===== src/rtl/core/dsu_pkg.sv =====
// dsu_pkg: shared constants and operation codes for the disjoint-set block.
// No dependencies; used by dsu_mem, dsu_reduce and disjoint_set_union.
package dsu_pkg;

  localparam int DSU_NODES = 1024;
  localparam int IDX_W     = 10;
  localparam int CNT_W     = 11;

  localparam logic [CNT_W-1:0] NODE_COUNT_RESET = 11'd1024;

  typedef enum logic [1:0] {
    OP_CLEAR = 2'd0,
    OP_JOIN  = 2'd1,
    OP_FIND  = 2'd2,
    OP_RSVD  = 2'd3
  } op_t;

endpackage


===== src/rtl/core/dsu_reduce.sv =====
// dsu_reduce: folds both raw element indexes into the range of the table.
// Truncation when NODES is a power of two or at least 2**RW, else a registered reciprocal
// multiply followed by a registered subtract. Depends on dsu_pkg.
module dsu_reduce #(
  parameter int NODES = dsu_pkg::DSU_NODES,
  localparam int IW = $clog2(NODES),
  localparam int RW = dsu_pkg::IDX_W
) (
  input  logic          clk,
  input  logic          rst_n,
  input  logic          start,
  input  logic [RW-1:0] a_raw,
  input  logic [RW-1:0] b_raw,
  output logic          done,
  output logic [IW-1:0] a_idx,
  output logic [IW-1:0] b_idx
);

  logic done_r;

  assign done = done_r;

  generate
    if ((NODES >= (1 << RW)) || (NODES == (1 << IW))) begin : g_direct
      logic [IW-1:0] a_r;
      logic [IW-1:0] b_r;

      always_ff @(posedge clk) begin
        if (!rst_n) begin
          done_r <= 1'b0;
        end else begin
          done_r <= start;
        end
        if (start) begin
          a_r <= IW'(a_raw);
          b_r <= IW'(b_raw);
        end
      end

      assign a_idx = a_r;
      assign b_idx = b_r;
    end else begin : g_recip
      localparam int SH = RW + IW;
      localparam int MW = RW + 1;
      localparam int PW = RW + MW;
      localparam logic [MW-1:0] MAGIC = MW'(((1 << SH) + NODES - 1) / NODES);
      localparam logic [RW-1:0] DIVC  = RW'(NODES);

      logic [RW-1:0] va_r;
      logic [RW-1:0] vb_r;
      logic [RW-1:0] qa_r;
      logic [RW-1:0] qb_r;
      logic          s1_r;
      logic [PW-1:0] prod_a;
      logic [PW-1:0] prod_b;
      logic [IW-1:0] a_r;
      logic [IW-1:0] b_r;

      // quotient by reciprocal multiply, exact for every index of RW bits
      assign prod_a = PW'(a_raw) * PW'(MAGIC);
      assign prod_b = PW'(b_raw) * PW'(MAGIC);

      always_ff @(posedge clk) begin
        if (!rst_n) begin
          s1_r   <= 1'b0;
          done_r <= 1'b0;
        end else begin
          s1_r   <= start;
          done_r <= s1_r;
        end
        if (start) begin
          va_r <= a_raw;
          vb_r <= b_raw;
          qa_r <= RW'(prod_a >> SH);
          qb_r <= RW'(prod_b >> SH);
        end
        if (s1_r) begin
          a_r <= IW'(va_r - RW'(qa_r * DIVC));
          b_r <= IW'(vb_r - RW'(qb_r * DIVC));
        end
      end

      assign a_idx = a_r;
      assign b_idx = b_r;
    end
  endgenerate

endmodule

===== config.mk =====
export PLATFORM = sky130hd
export DESIGN_NAME = dsu_reduce
export DESIGN_NICKNAME = d
export VERILOG_FILES = /design/src/rtl/core/dsu_pkg.sv /design/src/rtl/core/dsu_reduce.sv
export SDC_FILE = /design/constraint.sdc
export NUM_CORES = 1
export LEC_CHECK = 0
export BUFFER_PORTS_ARGS = -buffer_cell sky130_fd_sc_hd__buf_2
export CAP_MARGIN = 25
export CORE_MARGIN = 8
export CORE_UTILIZATION = 25
export CTS_CLUSTER_SIZE = 28
export DETAILED_ROUTE_END_ITERATION = 12
export HOLD_SLACK_MARGIN = 0.05
export PLACE_DENSITY = 0.6
export SLEW_MARGIN = 20
export SYNTH_ARGS = -nofsm -noshare
export SYNTH_HDL_FRONTEND = slang
export SYNTH_SLANG_ARGS = --single-unit

===== constraint.sdc =====
create_clock -name clk -period 0.8 [get_ports clk]
set_input_delay 0.16 -clock clk [delete_from_list [all_inputs] [get_ports clk]]
set_output_delay 0.16 -clock clk [all_outputs]
set_load 0.05 [all_outputs]

==> flow_metrics.py <==
metrics = {
    "run_status": {
        "violations": "negative setup slack",
        "status": "finished with violations",
    },
    "floorplan": {
        "initial_core_util": 0.258,
        "ios": 44,
        "fp.dieH_um": 66.1,
        "die_w_um": 66.1,
        "dieArea_mm2": 0.00437,
        "fp.coreArea_mm2": 0.00243,
        "num_rows": 18,
    },
    "placed_design": {
        "place_congestion": 0.702,
        "dp_worst_setup_slack_ns": 0.0474,
        "portBuffers": 43,
    },
    "global_routing": {
        "overflow": 0,
        "grt_pass1_wl_um": 2500,
        "grt_util_all_layers": 0.0796,
        "grt_pass1_vias": 529,
        "antenna_found_initial": 0,
        "grt_max_degree": 22,
    },
    "worst_hold_path": {
        "min_path_cells": 2,
        "hold_start": "rst_n",
        "hold_end": "done",
        "hp-class": "input port to register",
    },
    "synthesis": {
        "synth-seq-cells": 21,
        "synth_area_leaders": "edfxtp_1 96%, dfxtp_1 3.2%, and2_1 1.0%",
        "syn-num-nets": 45,
        "yosysSeqAreaShare": 0.990,
        "syn_inst": 22,
        "syn_area_per_cell_um2": 28.5,
        "netlist_area_um2": 627,
        "yosysTopAreaCell": "edfxtp_1",
        "synth_cell_types": 3,
        "ys_warn_count": 0,
        "synth_top_area_share": 0.958,
    },
    "clock_network": {
        "clk_pin_slew_ns": 0.11,
        "cts-buffers-inserted": 3,
        "cts_sinks": 21,
        "cts_setup_buffers": 0,
        "clockBufferDepth": 2,
        "cts_root_buffer": "clkbuf_4",
        "cts_tree": "done",
        "h-tree-depth": 1,
    },
    "route": {
        "drc": 0,
        "vias": 454,
        "avgRoutedWirePerCell_um": 14.5,
        "antenna_left": 0,
        "drtIter0Drc": 8,
        "wl_um": 1750,
        "vias_per_cell": 3.78,
        "first_pass_iters": 3,
    },
    "worst_setup_path": {
        "cp.required_ns": 0.64,
        "crit_buf_inv": 1,
        "cp-start-kind": "register",
        "critPathMaxStageDelay_ns": 0.42,
        "critPathKind": "register to primary output",
        "crit_arrival_ns": 0.90,
        "path_max_fanout": 1,
        "cp-end-kind": "primary output",
        "critical_path.slowest_cell": "edfxtp_1",
        "critical-path-top-delay-family": "flip-flops",
        "crit_chain": "buf_6",
    },
    "finish": {
        "drive_gt1_frac": 0.544,
        "mostFrequentLayoutCells": "22 x buf_2, 20 x edfxtp_1, 20 x dlygate4sd3_1, 20 x buf_6, 3 x clkbuf_4",
        "diodes": 0,
        "fin_nets": 114,
        "layout_commonest_cell": "buf_2",
        "area_growth_pct": 102,
    },
    "sta": {
        "rsz0062_at_grt": "true",
        "drv_slew": 0,
        "setup_viol": 21,
        "hold_slack_ns": 0.0654,
        "maxSlewHeadroom": 0.924,
        "hold_violations": 0,
        "timing.setup.tns_ns": -4.72,
        "worst_pin_slew_ns": 0.114,
        "timing.fmax_ghz": 0.947,
        "layout_setup_ws_ns": -0.256,
        "period_minus_slack_ns": 1.06,
        "finalCritPeriodShare": 1.32,
    },
    "power_and_ir_drop": {
        "power.leakage_nw": 0.533,
        "ir_worst_vdd_v": 0.000922,
        "powerDensity_mw_per_mm2": 1960,
        "finalPower_mw": 2.48,
    },
    "flow_run": {
        "max_cap_viol_count": 0,
    },
}
power breakdown:
part / leakage, nW / total, mW / switching [mW] / internal [mW]
sequential: 0.204 / 1.34 / 0.0396 / 1.30
clock: 0.0177 / 0.494 / 0.308 / 0.186
combinational: 0.310 / 0.643 / 0.377 / 0.266
total: 0.533 / 2.48 / 0.724 / 1.75
registers in the layout, summed over array words and instances, names as in the netlist:
| register | count |
|---|---|
| a_idx | 10 |
| b_idx | 10 |
| done | 1 |
synthesized netlist by cell type:
master	instances
edfxtp_1	20
dfxtp_1	1
and2_1	1
what timing repair did:
action,CTS,global route
endpoints found under the setup margin,21,21
endpoints found under the hold margin,20,0
pin swaps,0,0
gates resized for setup,44,0
hold buffers,20,0
kinds of logic after synthesis:
| logic type | Yosys count | share of synthesized area |
|---|---|---|
| and+or+nand+nor | 1 | 0.00999 |
| DFF | 21 | 0.990 |
area by class of cell:
type	count	area, um^2
multi-input cells	1	6.26
repair buffers	64	571
flip-flops and latches	21	622
fillers	209	1170
clock inverters	1	5.00
clock buffers	3	22.5
well taps	30	37.5
through the flow:
| step | area, um^2 | utilization | cells |
|---|---|---|---|
| after floorplan | 627 | - | 22 |
| after global placement | 900 | 0.370 | 96 |
| after detailed placement | 900 | 0.370 | 96 |
| after CTS | 1260 | 0.520 | 120 |
| after global routing | 1260 | 0.520 | 120 |
| final | 1260 | 0.520 | 120 |
per-layer routing:
metal,vias up,routed length [um],part of all wire,GRT usage
li1,223,-,-,-
met1,205,531,0.30,0.0689
met2,20,995,0.57,0.147
met3,6,151,0.087,0.0186
met4,0,67,0.038,0.0720
met5,-,0,0,0
how the worst max path moves through the flow:
stage	startpoint	to	slack [ns]	depth (start not counted)
after floorplan	a_idx[0]	a_idx[0]	0.04	0
after global placement	b_idx[4]	b_idx[4]	0.07	1
after detailed placement	b_idx[0]	b_idx[0]	0.05	1
after CTS	b_idx[0]	b_idx[0]	-0.27	1
after global routing	a_idx[9]	a_idx[9]	-0.30	1
final	b_idx[0]	b_idx[0]	-0.26	1
Power figures use the tool's default switching activity.
